$ cat src/rtl/scf_pkg.sv
// Shared types, constants and helpers for the scroll follow controller.
`timescale 1ns / 1ps

package scf_pkg;

   // Shared multiplier operand and product widths
   localparam int MUL_A_W = 34;
   localparam int MUL_B_W = 17;
   localparam int MUL_P_W = MUL_A_W + MUL_B_W;

   // Register file address width (five 32-bit registers at 4-byte spacing)
   localparam int CSR_ADDR_W = 5;

   // Reset values
   localparam logic signed [31:0] POS_RESET          = -32'sd19200;
   localparam logic [11:0]        WINDOW_WIDTH_RESET = 12'd1280;
   localparam logic signed [20:0] LEVEL_LEFT_RESET   = 21'sd0;
   localparam logic [20:0]        LEVEL_WIDTH_RESET  = 21'd1280;
   localparam logic [15:0]        ACCEL_RATE_RESET   = 16'd1000;
   localparam logic [15:0]        SPEED_LIMIT_RESET  = 16'd500;

   // floor(W * 1024 / 5) == (W * FIFTH_RECIP) >> FIFTH_SHIFT, exact for 12-bit W
   localparam logic signed [MUL_A_W-1:0] FIFTH_RECIP = 34'sd3355444;
   localparam int                        FIFTH_SHIFT = 14;

   // Sequencer steps
   typedef enum logic [3:0] {
      ST_IDLE,
      ST_PROD,
      ST_D40,
      ST_MARGIN,
      ST_ZONE,
      ST_SPEED1,
      ST_SPEED2,
      ST_CLAMP,
      ST_STEP,
      ST_INTEG,
      ST_FOLLOW,
      ST_LEVEL
   } state_type;

   // Register indexes (byte address = 4 * index)
   typedef enum logic [2:0] {
      REG_WINDOW_WIDTH = 3'd0,
      REG_LEVEL_LEFT   = 3'd1,
      REG_LEVEL_WIDTH  = 3'd2,
      REG_ACCEL_RATE   = 3'd3,
      REG_SPEED_LIMIT  = 3'd4
   } reg_index_type;

   // Operand pair for the shared multiplier
   typedef struct packed {
      logic signed [MUL_A_W-1:0] a;
      logic signed [MUL_B_W-1:0] b;
   } mul_req_type;

   // Saturate a 33-bit signed value to the signed 32-bit range
   function automatic logic signed [31:0] sat32(input logic signed [32:0] x);
      logic signed [31:0] r;
      if (x[32] != x[31]) begin
         r = x[32] ? 32'sh8000_0000 : 32'sh7FFF_FFFF;
      end else begin
         r = x[31:0];
      end
      return r;
   endfunction

endpackage

$ cat src/rtl/scf_mul.sv
// Shared signed multiplier with a registered product.
`timescale 1ns / 1ps

module scf_mul import scf_pkg::*; (
   input  logic                      clock,
   input  mul_req_type               mul_req,
   output logic signed [MUL_P_W-1:0] mul_p
);

   logic signed [MUL_P_W-1:0] a_x;
   logic signed [MUL_P_W-1:0] b_x;
   logic signed [MUL_P_W-1:0] mul_p_in;
   logic signed [MUL_P_W-1:0] mul_p_ff;

   // Sign-extend both operands to the product width, then multiply
   assign a_x      = {{(MUL_P_W - MUL_A_W){mul_req.a[MUL_A_W-1]}}, mul_req.a};
   assign b_x      = {{(MUL_P_W - MUL_B_W){mul_req.b[MUL_B_W-1]}}, mul_req.b};
   assign mul_p_in = a_x * b_x;

   // Register the product
   always_ff @(posedge clock) begin
      mul_p_ff <= mul_p_in;
   end

   assign mul_p = mul_p_ff;

endmodule

$ cat src/rtl/scroll_follow_controller_core.sv
// Top level of the scroll follow controller: sequencer, datapath and register file.
//
//   Channel   Dir   Handshake            Payload
//   req_*     in    tvalid/tready        frame_time, target_left, target_velocity
//   rsp_*     out   tvalid/tready        scroll_x
//   csr_*     in    APB write/read       window_width, level_left, level_width,
//                                        accel_rate, speed_limit
//
// A result is valid once its transfer has run through every sequencer step, using the
// single shared multiplier and the speed and position updates; the next frame can
// transfer once the sequencer has returned to idle.
// A new frame is taken only in the idle step; a held result in the output register
// does not block the next transfer, but the last step waits while it is still held.
// Reset (synchronous) returns the sequencer to idle, clears the output valid,
// sets the position to -75 pixels, the speed to zero and the registers to defaults.
`timescale 1ns / 1ps

module scroll_follow_controller_core import scf_pkg::*; (
   input  logic                  clock,
   input  logic                  reset,
   // Input frames
   input  logic                  req_tvalid,
   output logic                  req_tready,
   input  logic [63:0]           req_tdata,   // [15:0] frame_time, [47:16] target_left,
                                              // [63:48] target_velocity
   // Results
   output logic                  rsp_tvalid,
   input  logic                  rsp_tready,
   output logic [31:0]           rsp_tdata,   // [31:0] scroll_x
   // Register port
   input  logic                  csr_psel,
   input  logic                  csr_penable,
   input  logic                  csr_pwrite,
   input  logic [CSR_ADDR_W-1:0] csr_paddr,
   input  logic [31:0]           csr_pwdata,
   output logic [31:0]           csr_prdata,
   output logic                  csr_pready
);

   // Sequencer and handshake
   state_type state_ff, state_in;
   logic      rsp_valid_ff, rsp_valid_in;
   logic [31:0] rsp_data_ff, rsp_data_in;

   // Registers
   logic [11:0]        window_width_ff, window_width_in;
   logic signed [20:0] level_left_ff, level_left_in;
   logic [20:0]        level_width_ff, level_width_in;
   logic [15:0]        accel_rate_ff, accel_rate_in;
   logic [15:0]        speed_limit_ff, speed_limit_in;

   // Architectural state
   logic signed [31:0] pos_ff, pos_in;
   logic signed [23:0] speed_ff, speed_in;

   // Per-frame working registers
   logic [15:0]        dt_ff, dt_in;
   logic signed [31:0] tgt_ff, tgt_in;
   logic               vel_neg_ff, vel_neg_in;
   logic               vel_pos_ff, vel_pos_in;
   logic signed [32:0] diff_ff, diff_in;
   logic [31:0]        prod_ff, prod_in;
   logic signed [38:0] d40_ff, d40_in;
   logic [19:0]        lo_m_ff, lo_m_in;
   logic               le9_ff, le9_in;
   logic               le18_ff, le18_in;
   logic               ge22_ff, ge22_in;
   logic               ge31_ff, ge31_in;
   logic signed [25:0] spd_ff, spd_in;

   // Shared multiplier
   mul_req_type               mul_req;
   logic signed [MUL_P_W-1:0] mul_p;

   // Combinational helpers
   logic               req_xfer;
   logic               cfg_wr;
   reg_index_type      cfg_idx;
   logic [15:0]        req_frame_time;
   logic signed [31:0] req_target_left;
   logic signed [15:0] req_target_velocity;
   logic signed [25:0] lim_s;
   logic signed [25:0] full_s;
   logic signed [25:0] half_s;
   logic signed [25:0] spd_cur;
   logic signed [25:0] add1;
   logic signed [38:0] w8_x;
   logic signed [38:0] t9, t18, t22, t31;
   logic signed [24:0] inc;
   logic signed [32:0] pos_x;
   logic signed [32:0] lo33, hi33;
   logic signed [22:0] right_sum;
   logic signed [32:0] left33, right33, w8_33, back33, end33;
   logic               slot_free;

   scf_mul u_mul (
      .clock   (clock),
      .mul_req (mul_req),
      .mul_p   (mul_p)
   );

   // Unpack ports
   assign req_frame_time      = req_tdata[15:0];
   assign req_target_left     = req_tdata[47:16];
   assign req_target_velocity = req_tdata[63:48];

   assign req_tready = (state_ff == ST_IDLE);
   assign req_xfer   = req_tvalid && req_tready;
   assign rsp_tvalid = rsp_valid_ff;
   assign rsp_tdata  = rsp_data_ff;
   assign slot_free  = !rsp_valid_ff || rsp_tready;

   assign csr_pready = 1'b1;
   assign cfg_wr     = csr_psel && csr_penable && csr_pwrite && csr_pready;
   assign cfg_idx    = reg_index_type'(csr_paddr[CSR_ADDR_W-1:2]);

   // Read back registers
   always_comb begin
      case (cfg_idx)
         REG_WINDOW_WIDTH: csr_prdata = {20'd0, window_width_ff};
         REG_LEVEL_LEFT:   csr_prdata = {{11{level_left_ff[20]}}, level_left_ff};
         REG_LEVEL_WIDTH:  csr_prdata = {11'd0, level_width_ff};
         REG_ACCEL_RATE:   csr_prdata = {16'd0, accel_rate_ff};
         REG_SPEED_LIMIT:  csr_prdata = {16'd0, speed_limit_ff};
         default:          csr_prdata = 32'd0;
      endcase
   end

   // Speed operands (Q17.7)
   assign lim_s   = {3'd0, speed_limit_ff, 7'd0};
   assign full_s  = {3'd0, prod_ff[31:9]};
   assign half_s  = {4'd0, prod_ff[31:10]};
   assign spd_cur = {{2{speed_ff[23]}}, speed_ff};

   // Zone thresholds k * W * 256
   assign w8_x = {19'd0, window_width_ff, 8'd0};
   assign t9   = (w8_x <<< 3) + w8_x;
   assign t18  = (w8_x <<< 4) + (w8_x <<< 1);
   assign t22  = (w8_x <<< 4) + (w8_x <<< 2) + (w8_x <<< 1);
   assign t31  = (w8_x <<< 5) - w8_x;

   // Position increment: floor(speed * dt / 2^15)
   assign inc   = mul_p[39:15];
   assign pos_x = {pos_ff[31], pos_ff};

   // Follow margins: 0.8 W and 0.2 W behind the target
   assign lo33 = {tgt_ff[31], tgt_ff} - {13'd0, lo_m_ff};
   assign hi33 = {tgt_ff[31], tgt_ff} - {15'd0, lo_m_ff[19:2]};

   // Level bounds
   assign right_sum = {{2{level_left_ff[20]}}, level_left_ff} + {2'd0, level_width_ff};
   assign left33    = {{4{level_left_ff[20]}}, level_left_ff, 8'd0};
   assign right33   = {{2{right_sum[22]}}, right_sum, 8'd0};
   assign w8_33     = {13'd0, window_width_ff, 8'd0};
   assign back33    = right33 - w8_33;
   assign end33     = pos_x + w8_33;

   // Pick the first speed adjustment from zone, velocity sign and current speed
   always_comb begin
      add1 = 26'sd0;
      if (le9_ff) begin
         add1 = -full_s;
      end else if (le18_ff) begin
         if (vel_neg_ff && (spd_cur > -lim_s)) begin
            add1 = -full_s;
         end else if (!vel_neg_ff && (spd_cur < 26'sd0)) begin
            add1 = half_s;
         end
      end else if (ge31_ff) begin
         add1 = full_s;
      end else if (ge22_ff) begin
         if (vel_pos_ff && (spd_cur < lim_s)) begin
            add1 = full_s;
         end else if (!vel_pos_ff && (spd_cur > 26'sd0)) begin
            add1 = -half_s;
         end
      end
   end

   // Sequencer: next state, multiplier operands, datapath and register writes
   always_comb begin
      state_in        = state_ff;
      rsp_valid_in    = rsp_valid_ff && !rsp_tready;
      rsp_data_in     = rsp_data_ff;
      window_width_in = window_width_ff;
      level_left_in   = level_left_ff;
      level_width_in  = level_width_ff;
      accel_rate_in   = accel_rate_ff;
      speed_limit_in  = speed_limit_ff;
      pos_in          = pos_ff;
      speed_in        = speed_ff;
      dt_in           = dt_ff;
      tgt_in          = tgt_ff;
      vel_neg_in      = vel_neg_ff;
      vel_pos_in      = vel_pos_ff;
      diff_in         = diff_ff;
      prod_in         = prod_ff;
      d40_in          = d40_ff;
      lo_m_in         = lo_m_ff;
      le9_in          = le9_ff;
      le18_in         = le18_ff;
      ge22_in         = ge22_ff;
      ge31_in         = ge31_ff;
      spd_in          = spd_ff;
      mul_req.a       = '0;
      mul_req.b       = '0;

      // Register writes
      if (cfg_wr) begin
         case (cfg_idx)
            REG_WINDOW_WIDTH: window_width_in = csr_pwdata[11:0];
            REG_LEVEL_LEFT:   level_left_in   = csr_pwdata[20:0];
            REG_LEVEL_WIDTH:  level_width_in  = csr_pwdata[20:0];
            REG_ACCEL_RATE:   accel_rate_in   = csr_pwdata[15:0];
            REG_SPEED_LIMIT:  speed_limit_in  = csr_pwdata[15:0];
            default:          ;
         endcase
      end

      case (state_ff)
         ST_IDLE: begin
            // Latch the frame and the target offset
            if (req_xfer) begin
               dt_in      = req_frame_time;
               tgt_in     = req_target_left;
               vel_neg_in = req_target_velocity[15];
               vel_pos_in = !req_target_velocity[15] && (req_target_velocity != 16'sd0);
               diff_in    = {req_target_left[31], req_target_left} - pos_x;
               state_in   = ST_PROD;
            end
         end
         ST_PROD: begin
            // accel * dt
            mul_req.a = {18'd0, accel_rate_ff};
            mul_req.b = {1'b0, dt_ff};
            state_in  = ST_D40;
         end
         ST_D40: begin
            // 40 * offset
            prod_in   = mul_p[31:0];
            mul_req.a = {diff_ff[32], diff_ff};
            mul_req.b = 17'sd40;
            state_in  = ST_MARGIN;
         end
         ST_MARGIN: begin
            // W * 1024 / 5 by reciprocal
            d40_in    = mul_p[38:0];
            mul_req.a = FIFTH_RECIP;
            mul_req.b = {5'd0, window_width_ff};
            state_in  = ST_ZONE;
         end
         ST_ZONE: begin
            // Sort the offset into zones
            lo_m_in  = mul_p[FIFTH_SHIFT+19:FIFTH_SHIFT];
            le9_in   = (d40_ff <= t9);
            le18_in  = (d40_ff <= t18);
            ge22_in  = (d40_ff >= t22);
            ge31_in  = (d40_ff >= t31);
            state_in = ST_SPEED1;
         end
         ST_SPEED1: begin
            spd_in   = spd_cur + add1;
            state_in = ST_SPEED2;
         end
         ST_SPEED2: begin
            // Bleed speed that runs against the target velocity: positive speed above t18, negative speed below t22
            if (!le18_ff && !vel_pos_ff && (spd_ff > 26'sd0)) begin
               spd_in = spd_ff - half_s;
            end else if (!ge22_ff && !vel_neg_ff && (spd_ff < 26'sd0)) begin
               spd_in = spd_ff + half_s;
            end
            state_in = ST_CLAMP;
         end
         ST_CLAMP: begin
            if (spd_ff < -lim_s) begin
               speed_in = 24'(-lim_s);
            end else if (spd_ff > lim_s) begin
               speed_in = 24'(lim_s);
            end else begin
               speed_in = spd_ff[23:0];
            end
            state_in = ST_STEP;
         end
         ST_STEP: begin
            // speed * dt
            mul_req.a = {{10{speed_ff[23]}}, speed_ff};
            mul_req.b = {1'b0, dt_ff};
            state_in  = ST_INTEG;
         end
         ST_INTEG: begin
            pos_in   = sat32(pos_x + {{8{inc[24]}}, inc});
            state_in = ST_FOLLOW;
         end
         ST_FOLLOW: begin
            if (pos_x < lo33) begin
               pos_in = sat32(lo33);
            end else if (pos_x > hi33) begin
               pos_in = sat32(hi33);
            end
            state_in = ST_LEVEL;
         end
         ST_LEVEL: begin
            // Apply level bounds and hand the result to the output register
            if (slot_free) begin
               if (pos_x < left33) begin
                  pos_in = left33[31:0];
               end else if (end33 > right33) begin
                  pos_in = back33[31:0];
               end
               rsp_valid_in = 1'b1;
               rsp_data_in  = pos_in;
               state_in     = ST_IDLE;
            end
         end
         default: begin
            state_in = ST_IDLE;
         end
      endcase
   end

   // Control and architectural state
   always_ff @(posedge clock) begin
      if (reset) begin
         state_ff        <= ST_IDLE;
         rsp_valid_ff    <= 1'b0;
         window_width_ff <= WINDOW_WIDTH_RESET;
         level_left_ff   <= LEVEL_LEFT_RESET;
         level_width_ff  <= LEVEL_WIDTH_RESET;
         accel_rate_ff   <= ACCEL_RATE_RESET;
         speed_limit_ff  <= SPEED_LIMIT_RESET;
         pos_ff          <= POS_RESET;
         speed_ff        <= 24'sd0;
      end else begin
         state_ff        <= state_in;
         rsp_valid_ff    <= rsp_valid_in;
         window_width_ff <= window_width_in;
         level_left_ff   <= level_left_in;
         level_width_ff  <= level_width_in;
         accel_rate_ff   <= accel_rate_in;
         speed_limit_ff  <= speed_limit_in;
         pos_ff          <= pos_in;
         speed_ff        <= speed_in;
      end
   end

   // Working registers
   always_ff @(posedge clock) begin
      rsp_data_ff <= rsp_data_in;
      dt_ff       <= dt_in;
      tgt_ff      <= tgt_in;
      vel_neg_ff  <= vel_neg_in;
      vel_pos_ff  <= vel_pos_in;
      diff_ff     <= diff_in;
      prod_ff     <= prod_in;
      d40_ff      <= d40_in;
      lo_m_ff     <= lo_m_in;
      le9_ff      <= le9_in;
      le18_ff     <= le18_in;
      ge22_ff     <= ge22_in;
      ge31_ff     <= ge31_in;
      spd_ff      <= spd_in;
   end

   // Speed stays inside the limit after the clamp step
   assert property (@(posedge clock) disable iff (reset)
      (state_ff == ST_CLAMP) |=>
         ((speed_ff <= $past(lim_s)) && (speed_ff >= -$past(lim_s))))
      else $error("scroll speed outside limit after clamp");

   // A result appears only out of the last step
   assert property (@(posedge clock) disable iff (reset)
      $rose(rsp_valid_ff) |-> ($past(state_ff) == ST_LEVEL))
      else $error("result valid raised outside final step");

   // A held result stalls the final step
   assert property (@(posedge clock) disable iff (reset)
      ((state_ff == ST_LEVEL) && rsp_valid_ff && !rsp_tready) |=> (state_ff == ST_LEVEL))
      else $error("final step advanced over a held result");

   // A transfer starts the multiply sequence
   assert property (@(posedge clock) disable iff (reset)
      req_xfer |=> (state_ff == ST_PROD))
      else $error("sequencer did not start after transfer");

   // Reset leaves the sequencer idle with no result
   assert property (@(posedge clock)
      reset |=> ((state_ff == ST_IDLE) && !rsp_valid_ff))
      else $error("sequencer not idle after reset");

endmodule
$ cat config.mk
export PLATFORM = sky130hd
export DESIGN_NAME = scroll_follow_controller_core
export DESIGN_NICKNAME = d
export VERILOG_FILES = /design/src/rtl/scf_pkg.sv /design/src/rtl/scf_mul.sv /design/src/rtl/scroll_follow_controller_core.sv
export SDC_FILE = /design/constraint.sdc
export NUM_CORES = 2
export LEC_CHECK = 0
export BUFFER_PORTS_ARGS = -buffer_cell sky130_fd_sc_hd__buf_2
export CAP_MARGIN = 5
export CORE_ASPECT_RATIO = 0.75
export CORE_MARGIN = 5
export CORE_UTILIZATION = 32
export DETAILED_ROUTE_END_ITERATION = 16
export GPL_TIMING_DRIVEN = 0
export PLACE_DENSITY = 0.5
export SLEW_MARGIN = 5
export SYNTH_ARGS = -nofsm -noshare
export SYNTH_HDL_FRONTEND = slang
export SYNTH_SLANG_ARGS = --single-unit
$ cat constraint.sdc
create_clock -name clock -period 11.3 [get_ports clock]
set_clock_uncertainty 0.2 [all_clocks]
set_input_delay 1.13 -clock clock [delete_from_list [all_inputs] [get_ports clock]]
set_output_delay 1.13 -clock clock [all_outputs]
set_load 0.005 [all_outputs]
==> results summary <==
The flow ran to the end, and the final reports show no timing, DRC or antenna violations. The placed instances occupy a cell area of 55,160 sq um. The source-to-sink clock delay at the later pin of the worst-skew pair is 0.70 ns. The total area inside the core boundary comes to 159,900 sq um. After synthesis, the cell types taking the most area are fa_1, ha_1, edfxtp_1. The die height is 357.3 microns. The final worst-path cycle share came out at 0.9666. The first-pass GRT wire length came out at 304.4 mm. The initial antenna violation count came out at 19.

STA puts the critical path data required time at 11.61 ns. The proportion of netlist area held by the largest area contributor came out at 0.1684. The synthesized design contains 414 register bits. The largest voltage drop on the vdd net came out at 0.1107 mV. The area growth from synthesis to layout is 10.48%. CTS saw 414 sinks. The area of the die is 169,100 sq um.

After clock tree synthesis, the clock-pin slew on the worst setup and hold paths is 0.06 ns. The number of hold violations in the final report came out at 0. The slew at the pin closest to its max-slew limit is 1.348 ns. The maximum net fanout on the critical path is 28.

The buffer count from post-CTS setup fixing is 0. The number of CTS-inserted buffers is 49. Hold repair after CTS inserted 0 buffers.

The worst setup path is of the reg -> reg kind. The clock tree from TritonCTS is built. The total routing resource utilization after global routing is 0.2436.

The netlist area before placement is 51,470 sq um. The share of the core filled with cells in the final layout came out at 0.3558. The number of max-cap violations is 0. The maximum achievable frequency is 91.56 MHz. The number of global-route vias before repair is 44.13k.

Dividing the detail-routed wire length by the instance count gives 24.97 microns. The congestion estimate from routability-driven global placement came to 0.9747. The initial utilization of the core area, before any placement, comes to 0.3220. The launching element type of the critical path is a flop. The count of fill cells added during filler insertion came out at 16.75k.

The leakage component of the power came out at 24.71 nW. Data on the critical path arrives at its endpoint at 11.24 ns. Among all stages on the critical path, the largest delay is contributed by buf_2. The root buffer cell is clkbuf_16. The number of ports placed on the die boundary is 175. The vias per cell is 5.470. The clock passes through at most 3 buffers. The share of the Yosys chip area taken by registers is 0.2052. Once layout is done, the placed cells without fillers occupy 56,870 sq um.

The count of distinct cell types in the synthesized netlist came out at 92. The number of buffer cells added on primary ports is 159. In this run the power density over the cells is 92.45 nW/um^2. The cell type contributing the most total cell area after synthesis is fa_1. After global routing the overflow that remains totals 0. Entering global routing, the biggest net connects 44 pins.

At the end of the flow, the number of nets in the layout was 7,436. The number of core rows is 127. Once detail routing completed, the nets flagged for antenna violations numbered 0.

The synthesized instance count came out at 6,082. The post-detailed-routing wire length is 211.7 mm. The number of max-slew violations in the final report came out at 0. The net count after synthesis is 7,216. The dominant cell type by count on the critical path is fa_1. The detailed router's first-iteration violation count came out at 4,407. The number of search-and-repair iterations in the first detailed-routing pass is 6. The ratio of cells with drive above 1 in the final layout is 0.05754. The worst slew slack as a fraction of its limit came out at 0.09699. The worst hold slack across all endpoints came out at 0.2026 ns. The leading cell type in the layout, fill and taps excluded is inv_1. The tightest min-delay check is of the reg -> reg type. Detailed routing inserted a total of 46.38k vias. The CTS H-tree depth came out at 2. For this run, the slowest stage of the critical path takes 0.62 ns. The horizontal extent of the die is 473.1 microns. The share of flip-flops with an asynchronous set or reset came out at 0.

The number of enable flip-flop cells after synthesis is 227. Leaving out fill and tap cells, the most frequent cells in the layout are inv_1, nand2_1, ha_1, nor2_1, a21oi_1. For this run, the leading register cell type out of synthesis is edfxtp_1. The Yosys step of the flow raised 0 warnings. Setup repair after global routing left no endpoint under its margin. In the routed design, unresolved DRC markers number 0. Setup violations remaining at the end of the flow were counted as 0. A synthesized cell averages 8.463 sq um. The HPWL after detailed placement came out at 175.4 mm. The minimum clock period after layout is 10.92 ns.

The worst setup path is captured at a flop. The number of cells upsized or downsized after cts is 6.
[worst max-delay path: cells and delay by family (launching register included)]
family | cells | cell delay (ns)
fa+ha+maj | 7 | 3.47
flops | 1 | 0.31
xor+xnor | 1 | 0.25
compound gates | 6 | 2.10
buf+inv | 10 | 2.32
simple gates | 7 | 2.04
[sequential cells by signal, indices dropped and copies added (netlist names), 24 cells and up]
register / count
d40_ff: 39
u_mul.mul_p: 40
diff_ff: 33
speed_ff: 24
spd_ff: 26
tgt_ff: 32
pos_ff: 32
rsp_tdata: 32
[layout make-up]
cell class	instances	area [sq um]	share of cell area
multi-input cells	4665	37200	0.6541
flip-flops and latches	414	10560	0.1857
inverters	767	2879	0.05062
well taps	2128	2663	0.04682
clock buffers	59	1274	0.02240
repair buffers	172	984.7	0.01731
plain buffers	233	947.2	0.01665
clock inverters	33	341.6	0.006006
diodes	8	20.02	0.0003520
[routing by layer]
layer	GRT usage	vias to the layer above	wire [microns]
li1	-	21315	-
met1	0.3642	22791	99060
met2	0.3381	1971	83070
met3	0.06809	286	22830
met4	0.06949	14	6657
met5	0	-	105
[cells in the mapped netlist, types with 111 or more instances]
cell / number
a21oi_1: 456
edfxtp_1: 227
fa_1: 433
ha_1: 593
o21ai_0: 227
a21o_1: 126
inv_1: 765
nand2_1: 718
xnor2_1: 236
dfxtp_1: 187
nor2_1: 512
clkbuf_1: 200
nand3_1: 111
[final timing paths]
path,startpoint,cells after the start,end,slack (ns)
max,state_ff[2],31,u_mul.mul_p[39],0.38
min,u_mul.mul_p[5],0,d40_ff[5],0.20
max reg2reg,state_ff[2],31,u_mul.mul_p[39],0.38
min reg2reg,u_mul.mul_p[5],0,d40_ff[5],0.20
[per-stage QoR]
step,worst slack [ns],instances,total power [mW],setup TNS [ns]
3_5_place_dp,-0.8299,8381,3.588,-1.722
2_1_floorplan,2.266,6082,2.930,0
6_report,0.3779,8479,5.257,0
4_1_cts,0.1166,8472,5.263,0
3_3_place_gp,-1.540,8369,3.581,-6.410
5_1_grt,0.009607,8472,5.504,0
[logic make-up (layout without fill, tap and decap cells)]
| kind of cell | count (synthesis) | in the layout | synth area share |
|---|---|---|---|
| xor gates and xnor gates | 344 | 344 | 0.05853 |
| AOI/OAI and AO/OA | 1375 | 1375 | 0.1737 |
| other | 1 | 9 | 0.00007285 |
| and+or+nand+nor | 1860 | 1860 | 0.1639 |
| DFF | 414 | 414 | 0.2052 |
| muxes | 59 | 59 | 0.01191 |
| buffers and inverters | 1003 | 1264 | 0.07421 |
| adders and majority gates | 1026 | 1026 | 0.3126 |
[power by group]
group / internal (mW) / switching (mW)
clock: 0.892 / 0.768
combinational: 0.602 / 1.14
sequential: 1.70 / 0.157
total: 3.20 / 2.06
(Power assumes the default switching activity.)
